$ cat config.mk
export PLATFORM = sky130hd
export DESIGN_NAME = edit_distance_engine
export DESIGN_NICKNAME = d
export VERILOG_FILES = /design/src/sv/ede_pkg.sv /design/src/sv/edit_distance_engine.sv
export VERILOG_INCLUDE_DIRS = /design/src /design/src/sv
export SDC_FILE = /design/constraint.sdc
export NUM_CORES = 2
export LEC_CHECK = 0
export BUFFER_PORTS_ARGS = -buffer_cell sky130_fd_sc_hd__buf_4
export CORE_UTILIZATION = 50
export CTS_CLUSTER_DIAMETER = 200
export CTS_CLUSTER_SIZE = 14
export DETAILED_ROUTE_END_ITERATION = 16
export GPL_TIMING_DRIVEN = 0
export PLACE_DENSITY_LB_ADDON = 0.05
export SLEW_MARGIN = 40
export SYNTH_ARGS = -nofsm -noshare
export SYNTH_HDL_FRONTEND = slang
export SYNTH_SLANG_ARGS = --single-unit
$ cat constraint.sdc
create_clock -name clk -period 8.3 [get_ports clk]
set_clock_uncertainty 0.2 [all_clocks]
set_input_delay 1.245 -clock clk [delete_from_list [all_inputs] [get_ports clk]]
set_output_delay 1.245 -clock clk [all_outputs]
set_load 0.03 [all_outputs]
$ cat src/sv/edit_distance_engine_macros.svh
// ----------------------------------------------------------------------------
// Edit distance engine assertion macros
// Shorthand for the concurrent checks at the end of the top level.
// ----------------------------------------------------------------------------
`ifndef EDIT_DISTANCE_ENGINE_MACROS_SVH
`define EDIT_DISTANCE_ENGINE_MACROS_SVH

// Consequent must hold in the same cycle as the antecedent.
`define EDE_ASSERT_NOW(label, ante, cons, msg) \
  label: assert property (@(posedge clk) disable iff (rst) (ante) |-> (cons)) \
    else $error(msg);

// Consequent must hold in the cycle after the antecedent.
`define EDE_ASSERT_NEXT(label, ante, cons, msg) \
  label: assert property (@(posedge clk) disable iff (rst) (ante) |=> (cons)) \
    else $error(msg);

`endif

$ cat src/sv/ede_pkg.sv
// ----------------------------------------------------------------------------
// Edit distance engine package
// Sizes, item types, action codes and sequencer states.
// ----------------------------------------------------------------------------
`timescale 1ns / 1ps

package ede_pkg;

  localparam int MAX_LEN     = 64;
  localparam int SYMBOL_BITS = 8;

  localparam int ACTION_W    = 2;
  localparam int SYMBOL_IN_W = 8;
  localparam int DIST_W      = 7;
  localparam int DIST_MAX    = 127;

  // Stored symbol width: the input field limits what can be kept.
  localparam int SYM_W   = (SYMBOL_BITS < SYMBOL_IN_W) ? SYMBOL_BITS : SYMBOL_IN_W;
  localparam int LEN_W   = $clog2(MAX_LEN + 1);
  localparam int IDX_W   = (MAX_LEN > 1) ? $clog2(MAX_LEN) : 1;
  localparam int COST_W  = $clog2(MAX_LEN + 1);
  localparam int ROW_LEN = MAX_LEN + 1;

  localparam logic [ACTION_W-1:0] ACT_FIRST  = 2'd0;
  localparam logic [ACTION_W-1:0] ACT_SECOND = 2'd1;
  localparam logic [ACTION_W-1:0] ACT_RUN    = 2'd2;

  typedef struct packed {
    logic [ACTION_W-1:0]    action;
    logic [SYMBOL_IN_W-1:0] symbol;
  } item_t;

  typedef struct packed {
    logic [DIST_W-1:0] distance;
    logic              overflow;
  } result_t;

  typedef enum logic [2:0] {
    ST_IDLE,
    ST_INIT,
    ST_ROW_RD,
    ST_ROW_WR,
    ST_CELL,
    ST_DONE
  } state_t;

endpackage

$ cat src/sv/edit_distance_engine.sv
// ----------------------------------------------------------------------------
// Edit distance engine
// Levenshtein distance between two stored symbol strings, one cost row in RAM.
// ----------------------------------------------------------------------------
//  Channel  Handshake                    Payload
//  -------  ---------------------------  ----------------------------------
//  item     item_valid / item_ready      item.action, item.symbol
//  result   result_valid / result_ready  result.distance, result.overflow
//
//  A run computes one cell per cycle through the shared compare/minimum unit,
//  set by the single read port of the cost row RAM. item_ready is low during
//  a run and while a finished result waits for a free output register. Loads
//  are taken while an earlier result is still pending.
//  Reset (rst, synchronous) clears the lengths, the overflow flag and the
//  sequencer; the symbol and cost memories need no clearing.
`timescale 1ns / 1ps

`include "edit_distance_engine_macros.svh"

module edit_distance_engine (
  input  logic            clk,
  input  logic            rst,
  input  logic            item_valid,
  output logic            item_ready,
  input  ede_pkg::item_t  item,
  output logic            result_valid,
  input  logic            result_ready,
  output ede_pkg::result_t result
);

  import ede_pkg::*;

  state_t state, state_next;

  logic [SYM_W-1:0]  first_mem  [MAX_LEN];
  logic [SYM_W-1:0]  second_mem [MAX_LEN];
  logic [COST_W-1:0] cost_mem   [ROW_LEN];

  logic [LEN_W-1:0]  first_length, second_length;
  logic              overflow_seen;
  logic [LEN_W-1:0]  i, j;
  logic [LEN_W-1:0]  i_prev;
  logic [COST_W-1:0] diag, left;
  logic [SYM_W-1:0]  a_sym;

  logic [SYM_W-1:0]  fs_rd, ss_rd;
  logic [COST_W-1:0] cost_rd;
  logic [IDX_W-1:0]  fs_raddr, ss_raddr;
  logic [LEN_W-1:0]  cr_raddr, cr_waddr;
  logic [COST_W-1:0] cr_wdata;
  logic              cr_we;

  logic              item_xfer, load_first, load_second, start_run;
  logic              row_end, last_row, result_load;
  logic [COST_W:0]   up_inc, left_inc, sub_cost, min_ul, min_all;
  logic [COST_W-1:0] cell_cost, dist_full;

  assign item_ready  = (state == ST_IDLE);
  assign item_xfer   = item_valid && item_ready;
  assign load_first  = item_xfer && (item.action == ACT_FIRST);
  assign load_second = item_xfer && (item.action == ACT_SECOND);
  assign start_run   = item_xfer && (item.action == ACT_RUN);

  assign i_prev   = i - LEN_W'(1);
  assign row_end  = (j == second_length);
  assign last_row = (i == first_length);
  assign result_load = (state == ST_DONE) && (!result_valid || result_ready);

  // Shared cell unit: minimum of insert, delete and substitute costs.
  assign up_inc   = {1'b0, cost_rd} + (COST_W + 1)'(1);
  assign left_inc = {1'b0, left} + (COST_W + 1)'(1);
  assign sub_cost = {1'b0, diag} + (COST_W + 1)'(a_sym != ss_rd);
  assign min_ul   = (up_inc < left_inc) ? up_inc : left_inc;
  assign min_all  = (min_ul < sub_cost) ? min_ul : sub_cost;
  assign cell_cost = min_all[COST_W-1:0];

  // With an empty first string the answer is the second length; otherwise it
  // is the last cost computed in the final row.
  assign dist_full = (first_length == '0) ? COST_W'(second_length) : left;

  always_comb begin
    state_next = state;
    unique case (state)
      ST_IDLE: begin
        if (start_run) state_next = ST_INIT;
      end
      ST_INIT: begin
        if (row_end) state_next = (first_length == '0) ? ST_DONE : ST_ROW_RD;
      end
      ST_ROW_RD: state_next = ST_ROW_WR;
      ST_ROW_WR: begin
        if (second_length != '0) state_next = ST_CELL;
        else state_next = last_row ? ST_DONE : ST_ROW_RD;
      end
      ST_CELL: begin
        if (row_end) state_next = last_row ? ST_DONE : ST_ROW_RD;
      end
      ST_DONE: begin
        if (result_load) state_next = ST_IDLE;
      end
      default: state_next = ST_IDLE;
    endcase
  end

  always_comb begin
    cr_we    = 1'b0;
    cr_waddr = j;
    cr_wdata = cell_cost;
    cr_raddr = '0;
    fs_raddr = i_prev[IDX_W-1:0];
    ss_raddr = '0;
    unique case (state)
      ST_INIT: begin
        cr_we    = 1'b1;
        cr_wdata = COST_W'(j);
      end
      ST_ROW_WR: begin
        cr_we    = 1'b1;
        cr_waddr = '0;
        cr_wdata = COST_W'(i);
        cr_raddr = LEN_W'(1);
      end
      ST_CELL: begin
        cr_we    = 1'b1;
        cr_raddr = j + LEN_W'(1);
        ss_raddr = j[IDX_W-1:0];
      end
      default: ;
    endcase
  end

  always_ff @(posedge clk) begin
    if (load_first && (first_length < LEN_W'(MAX_LEN))) begin
      first_mem[first_length[IDX_W-1:0]] <= item.symbol[SYM_W-1:0];
    end
    if (load_second && (second_length < LEN_W'(MAX_LEN))) begin
      second_mem[second_length[IDX_W-1:0]] <= item.symbol[SYM_W-1:0];
    end
    if (cr_we) begin
      cost_mem[cr_waddr] <= cr_wdata;
    end
    fs_rd   <= first_mem[fs_raddr];
    ss_rd   <= second_mem[ss_raddr];
    cost_rd <= cost_mem[cr_raddr];
  end

  always_ff @(posedge clk) begin
    if (rst) begin
      state         <= ST_IDLE;
      first_length  <= '0;
      second_length <= '0;
      overflow_seen <= 1'b0;
      result_valid  <= 1'b0;
    end else begin
      state <= state_next;
      if (load_first) begin
        if (first_length < LEN_W'(MAX_LEN)) first_length <= first_length + LEN_W'(1);
        else overflow_seen <= 1'b1;
      end
      if (load_second) begin
        if (second_length < LEN_W'(MAX_LEN)) second_length <= second_length + LEN_W'(1);
        else overflow_seen <= 1'b1;
      end
      if (result_load) begin
        result_valid  <= 1'b1;
        first_length  <= '0;
        second_length <= '0;
        overflow_seen <= 1'b0;
      end else if (result_ready) begin
        result_valid <= 1'b0;
      end
    end
  end

  always_ff @(posedge clk) begin
    unique case (state)
      ST_IDLE: begin
        j <= '0;
        i <= LEN_W'(1);
      end
      ST_INIT: begin
        if (!row_end) j <= j + LEN_W'(1);
      end
      ST_ROW_WR: begin
        diag  <= cost_rd;
        a_sym <= fs_rd;
        left  <= COST_W'(i);
        j     <= LEN_W'(1);
        if ((second_length == '0) && !last_row) i <= i + LEN_W'(1);
      end
      ST_CELL: begin
        left <= cell_cost;
        diag <= cost_rd;
        if (!row_end) j <= j + LEN_W'(1);
        else if (!last_row) i <= i + LEN_W'(1);
      end
      default: ;
    endcase
    if (result_load) begin
      result.distance <= (32'(dist_full) > 32'(DIST_MAX)) ? DIST_W'(DIST_MAX)
                                                          : DIST_W'(dist_full);
      result.overflow <= overflow_seen;
    end
  end

  `EDE_ASSERT_NOW(a_len_bound, 1'b1,
    (first_length <= LEN_W'(MAX_LEN)) && (second_length <= LEN_W'(MAX_LEN)),
    "stored string length beyond capacity")
  `EDE_ASSERT_NOW(a_cell_range, state == ST_CELL,
    (j != '0) && (j <= second_length) && (i != '0) && (i <= first_length),
    "cell index outside the dynamic program")
  `EDE_ASSERT_NEXT(a_run_start, start_run, state == ST_INIT,
    "run transfer did not start the sequencer")
  `EDE_ASSERT_NEXT(a_result_clear, result_load,
    result_valid && (first_length == '0) && (second_length == '0) && !overflow_seen,
    "result not presented or string state not cleared")

endmodule

Word-level counts from Yosys, hierarchy flattened

Memory sizes are Yosys's and may differ from the RTL's. A register that Yosys moved wholly into a read port is not among the register bits.
Cells that the tools add are included.
W data, S select, Z words.

Bits in registers: 63
Bits in writable memories: 1479
Bits of input ports: 14
Output and inout bits: 10
Logic and storage cells: 108
Memories: 3

$add $sub $neg: 8
Order comparisons: 4
Equal/unequal tests: 17
Muxes and demuxes: 35
Reduce and logical (&&, ||, !) cells: 29

Memories:

| name       | depth | width | rd ports | clocked after Yosys merged registers in | wr ports | line                       | text |
|---|---|---|---|---|---|---|---|
| first_mem  | 64    | 8     | 1        | 1                                       | 1        | edit_distance_engine.sv:35 | `logic [SYM_W-1:0] first_mem [MAX_LEN];` |
| second_mem | 64    | 8     | 1        | 1                                       | 1        | edit_distance_engine.sv:36 | `logic [SYM_W-1:0] second_mem [MAX_LEN];` |
| cost_mem   | 65    | 7     | 1        | 1                                       | 1        | edit_distance_engine.sv:37 | `logic [COST_W-1:0] cost_mem [ROW_LEN];` |

Operators with widths:

| kind                  | count |
|---|---|
| $mux W7               | 7 |
| $pmux W7 S2           | 3 |
| $pmux W7 S3           | 2 |
| $add A7 B1 Y7 const B | 4 |
| $mux W3               | 7 |
| $pmux W3 S6           | 1 |
| $add A7 B1 Y8 const B | 2 |
| $lt A8 B8 Y1          | 2 |
| $eq A7 B7 Y1          | 2 |
| $logic_not A7 Y1      | 2 |
| $lt A7 B7 Y1 const B  | 2 |
| $mux W1               | 13 |
| $ne A2 B2 Y1 const B  | 6 |
| $add A7 B1 Y8         | 1 |
| $logic_and A1 B1 Y1   | 8 |
| $mux W8               | 1 |
| $ne A8 B8 Y1          | 1 |
| $reduce_and A4 Y1     | 2 |
| $reduce_bool A7 Y1    | 1 |
| $eq A3 B2 Y1 const B  | 2 |
| $eq A3 B3 Y1 const B  | 2 |
| $mux W6               | 1 |
| $reduce_and A2 Y1     | 3 |
| $reduce_bool A3 Y1    | 2 |
| other kinds (12)      | 16 |

Longest topological paths before layout

Depth after elaboration: 6
Mapped depth: 23
Depth with buffers taken out: 22

Worst setup path before layout

No wires, ideal clock.

Path kind: register to register
Start point: register left[0]
End point: memory cost_mem[0][5] (netlist bit), data pin
Library setup time: 0.594 ns
Arrival time: 6.030 ns
Required time: 7.506 ns
Slack: 1.476 ns
Stages on the path, launching flop included: 22
Buffers on the path: 1
Period minus slack after synthesis: 6.824 ns
Path through: edfxtp_1 -> ha_1 -> and3_1 -> nand3_1 -> xor2_1 -> ha_1 -> a21o_1 -> a211o_1 -> a31oi_1 -> o21ai_1 -> and2_1 -> buf_6 -> mux2i_1 -> ha_1 -> a21o_1 -> a21o_1 -> a211oi_1 -> and3_1 -> nand3_1 -> o211ai_4 -> nand2_1 -> a31oi_1

Longest elaborated chain between the ends: 6

RTL lines:

| item                     | line                        | text |
|---|---|---|
| start: declaration       | edit_distance_engine.sv:43  | `logic [COST_W-1:0] diag, left;` |
| start signal: assignment | edit_distance_engine.sv:187 | `left <= COST_W'(i);` |
| start signal: assignment | edit_distance_engine.sv:192 | `left <= cell_cost;` |
| $add A7 B1 Y8 (*)        | edit_distance_engine.sv:71  | `assign left_inc = {1'b0, left} + (COST_W + 1)'(1);` |
| $lt A8 B8 Y1             | edit_distance_engine.sv:73  | `assign min_ul = (up_inc < left_inc) ? up_inc : left_inc;` |
| $mux W8 (*)              | edit_distance_engine.sv:73  |  |
| $lt A8 B8 Y1             | edit_distance_engine.sv:74  | `assign min_all = (min_ul < sub_cost) ? min_ul : sub_cost;` |
| $mux W7 (*)              | edit_distance_engine.sv:74  |  |
| $pmux W7 S2 (*)          | edit_distance_engine.sv:112 | `unique case (state)` |
| net cr_wdata[5]          | edit_distance_engine.sv:50  | `logic [COST_W-1:0] cr_wdata;` |
| end: declaration         | edit_distance_engine.sv:37  |  |

The timed path passes the listed nets; every way through them passes the cells marked *.

Worst setup path in the final report

Start point: register cost_rd[0], read port of cost_mem
End point: memory cost_mem[29][4] (netlist bit), data pin

Longest elaborated chain between the ends: 6

RTL lines:

| item               | line                        | text |
|---|---|---|
| start: declaration | edit_distance_engine.sv:47  | `logic [COST_W-1:0] cost_rd;` |
| $add A7 B1 Y8 (*)  | edit_distance_engine.sv:70  | `assign up_inc = {1'b0, cost_rd} + (COST_W + 1)'(1);` |
| $lt A8 B8 Y1       | edit_distance_engine.sv:73  |  |
| $mux W8 (*)        | edit_distance_engine.sv:73  |  |
| $lt A8 B8 Y1       | edit_distance_engine.sv:74  |  |
| $mux W7 (*)        | edit_distance_engine.sv:74  |  |
| $pmux W7 S2 (*)    | edit_distance_engine.sv:112 |  |
| net cr_wdata[4]    | edit_distance_engine.sv:50  |  |

Marks and branches as above.

==> metrics.txt <==
root buf cell clkbuf_16; Max H-tree Level 3; Cells after Synth 3743; Layout area overhead 10.2%; core area 126000 um2; Crit path arrival time 6440 ps; outcome completed; Antenna Nets Post-Route 0; worst slew pin tran 881 ps; DRC viols 0; Pleak 0.0225 uW; syn avg cell area 16.9 um2; Slew Viols, Final 0; worst hold slack 211 ps; GRT overflow 0; DIE HEIGHT 358 um; post-synthesis sequential area ratio 73.6%; switching pwr 8750 uW; Final period util 74.2%; Setup crit start kind register; share of cells above drive strength 1 17.5%; Starting Density 50.4%; Post-Route WL 172000 um; Hold Startpoint fs_rd[7]; initial antenna violation count 5; combinational power share 36.2%; kind of critical path register to register; Setup crit end kind register; Slew headroom 41.1%; Design Power 25200 uW; Hold Path End a_sym[7]; EDFF count, synth 1523; # IOs 24; post-synth cell types 81; VDD IR max 0.401 mV; Clock power frac 21.1%; number of buffers created by CTS 121; Vias/cell 6.16; clk slew on worst S/H paths 70 ps; Synth Flop Type edfxtp_1; net count reported at finish 3959; asr flop ratio synth 0%; Tmin final 6150 ps; Fin. Hold Viols 0; DR vias 34657; number of global-route vias before repair 33635; FF+latch area 46600 um2; post-CTS sizing 0; row count 130; unrepaired setup endpoints after global routing no; Reg2Reg Capture Point cost_mem[29][4]; pre-CTS setup slack 2230 ps; Data required, critical path 8590 ps; Worst Path Max Fanout 18; Post-Syn Area 63300 um2; # hold bufs at CTS 0; gr usage total 27.1%; DRT iter0 DRCs 4275; fmax 162 MHz; hold depth 0; FF-to-FF Start cost_rd[0]; Setup TNS 0 ps; register bit total from synthesis 1565; flop-to-flop setup slack 2150 ps; pwr dens 362 nW/um2; first-pass GRT wire length 245000 um; commonest non-fill, non-tap cell in the layout edfxtp_1; Yosys Warn Count 0; dpl hpwl 117000 um; register share of total power 42.7%; largest net degree at the start of global routing 129; CTS sink count 1565; Non-Filler Instances 5626; Post-Syn Nets 3781; clock tree buffer depth 3; Net Sw Frac 34.7%; Chip Width 358 um; CTS tree done; clock network latency to the later pin of the worst-skew pair 770 ps; Placer Congestion 0.928; worst min path class register to register; First-pass DRT Iterations 6; Final WS setup 2150 ps; number of setup buffers added after CTS 0; Worst Reg-to-Reg Cells 24; port bufs 23; area of the multi-input gates 15800 um2; drt wl/cell 30.5 um; setup violators final 0; Total Die Area 128000 um2; Max-Cap Viols 0; most frequent cells in the layout edfxtp_1, nand2_1, mux4_2; filler cell count 9906; internal power 16500 uW; Cells after DPL 5443
==> final cells by class <==
cell class	count	share of cell area, %
Sequential cell	1565	66.8
Timing Repair Buffer	55	1.14
Multi-Input combinational cell	1917	22.6
Tap cell	1650	2.96
Clock inverter	7	0.109
Buffer	232	1.64
Clock buffer	170	4.63
Inverter	29	0.156
Antenna cell	1	0.00359
==> state kept, by name, summed over array words and instances, names as in the netlist, 8 cells and up <==
register	count
cost_mem	455
a_sym	8
ss_rd	8
result	8
first_mem	512
fs_rd	8
second_mem	512
==> cell families (layout without fill, tap and decap cells) <==
| group | after synthesis | in the layout | synth area share, % |
|---|---|---|---|
| adders and majority gates | 24 | 24 | 0.474 |
| DFF | 1565 | 1565 | 73.6 |
| xor gates and xnor gates | 60 | 60 | 0.830 |
| buffers and inverters | 261 | 493 | 1.96 |
| and+or+nand+nor | 966 | 966 | 6.85 |
| AOI/OAI and AO/OA | 462 | 462 | 4.80 |
| other | 0 | 1 | 0 |
| muxes | 405 | 405 | 11.5 |
==> synth_stat cells, types with 24 or more instances <==
master	count	area, um2
nand2_1	374	1400
xor2_1	39	342
mux2i_1	119	1190
a21oi_1	129	646
inv_1	26	97.6
mux4_2	255	5740
and3_1	60	375
a211oi_1	62	465
edfxtp_1	1523	45700
ha_1	24	300
mux2_2	30	338
o22ai_1	79	494
o21ai_0	57	285
clkbuf_1	97	364
nand3_1	116	581
dfxtp_1	42	841
buf_2	88	440
nor2_1	297	1110
==> worst max path at each step <==
stage	end	start	slack [ps]
3_5_place_dp	cost_mem[24][1]	cost_rd[0]	2230
5_1_grt	cost_mem[50][1]	cost_rd[0]	1770
2_1_floorplan	cost_mem[0][5]	left[0]	1480
4_1_cts	cost_mem[24][1]	cost_rd[0]	2180
3_3_place_gp	cost_mem[24][1]	cost_rd[0]	-2300
6_report	cost_mem[29][4]	cost_rd[0]	2150
==> layer usage <==
layer / vias up / GRT usage [%] / wire, um
li1: 15055 / - / -
met1: 17987 / 40.8 / 75300
met2: 1405 / 41.5 / 78800
met3: 208 / 4.27 / 13800
met4: 2 / 7.03 / 3950
met5: - / 0 / 11
==> power groups by stage <==
stage,logic [uW],clock network (uW),registers [uW]
floorplan,4760,0,11100
global placement,7380,0,10500
detailed placement,9070,0,10900
CTS,9100,5430,10800
global route,9600,5700,10800
finish,9140,5330,10800
==> stage by stage <==
step,utilization [%],instance area [um2]
global placement,52.2,65500
global route,55.6,69800
finish,55.6,69800
CTS,55.4,69500
floorplan,-,63300
detailed placement,52.7,66200
==> critical path, stage by stage (launching register included) <==
cell      delay, ps
dfxtp_1         520
ha_1            250
nand3_1         130
nor2_1          160
xnor2_1         140
inv_1           100
ha_1            180
a21o_1          180
a211o_1         260
a31oi_1         210
o21ai_1         210
and2_1          220
buf_6           140
mux2i_1         200
ha_1            280
a21o_1          170
a21o_1          190
a211oi_1        440
and3_1          230
nand3_1         120
o211ai_4        200
mux2i_1         500
a21oi_4         230
buf_8           250
buf_8           160
Note: power is estimated with default switching activity, not from simulation.
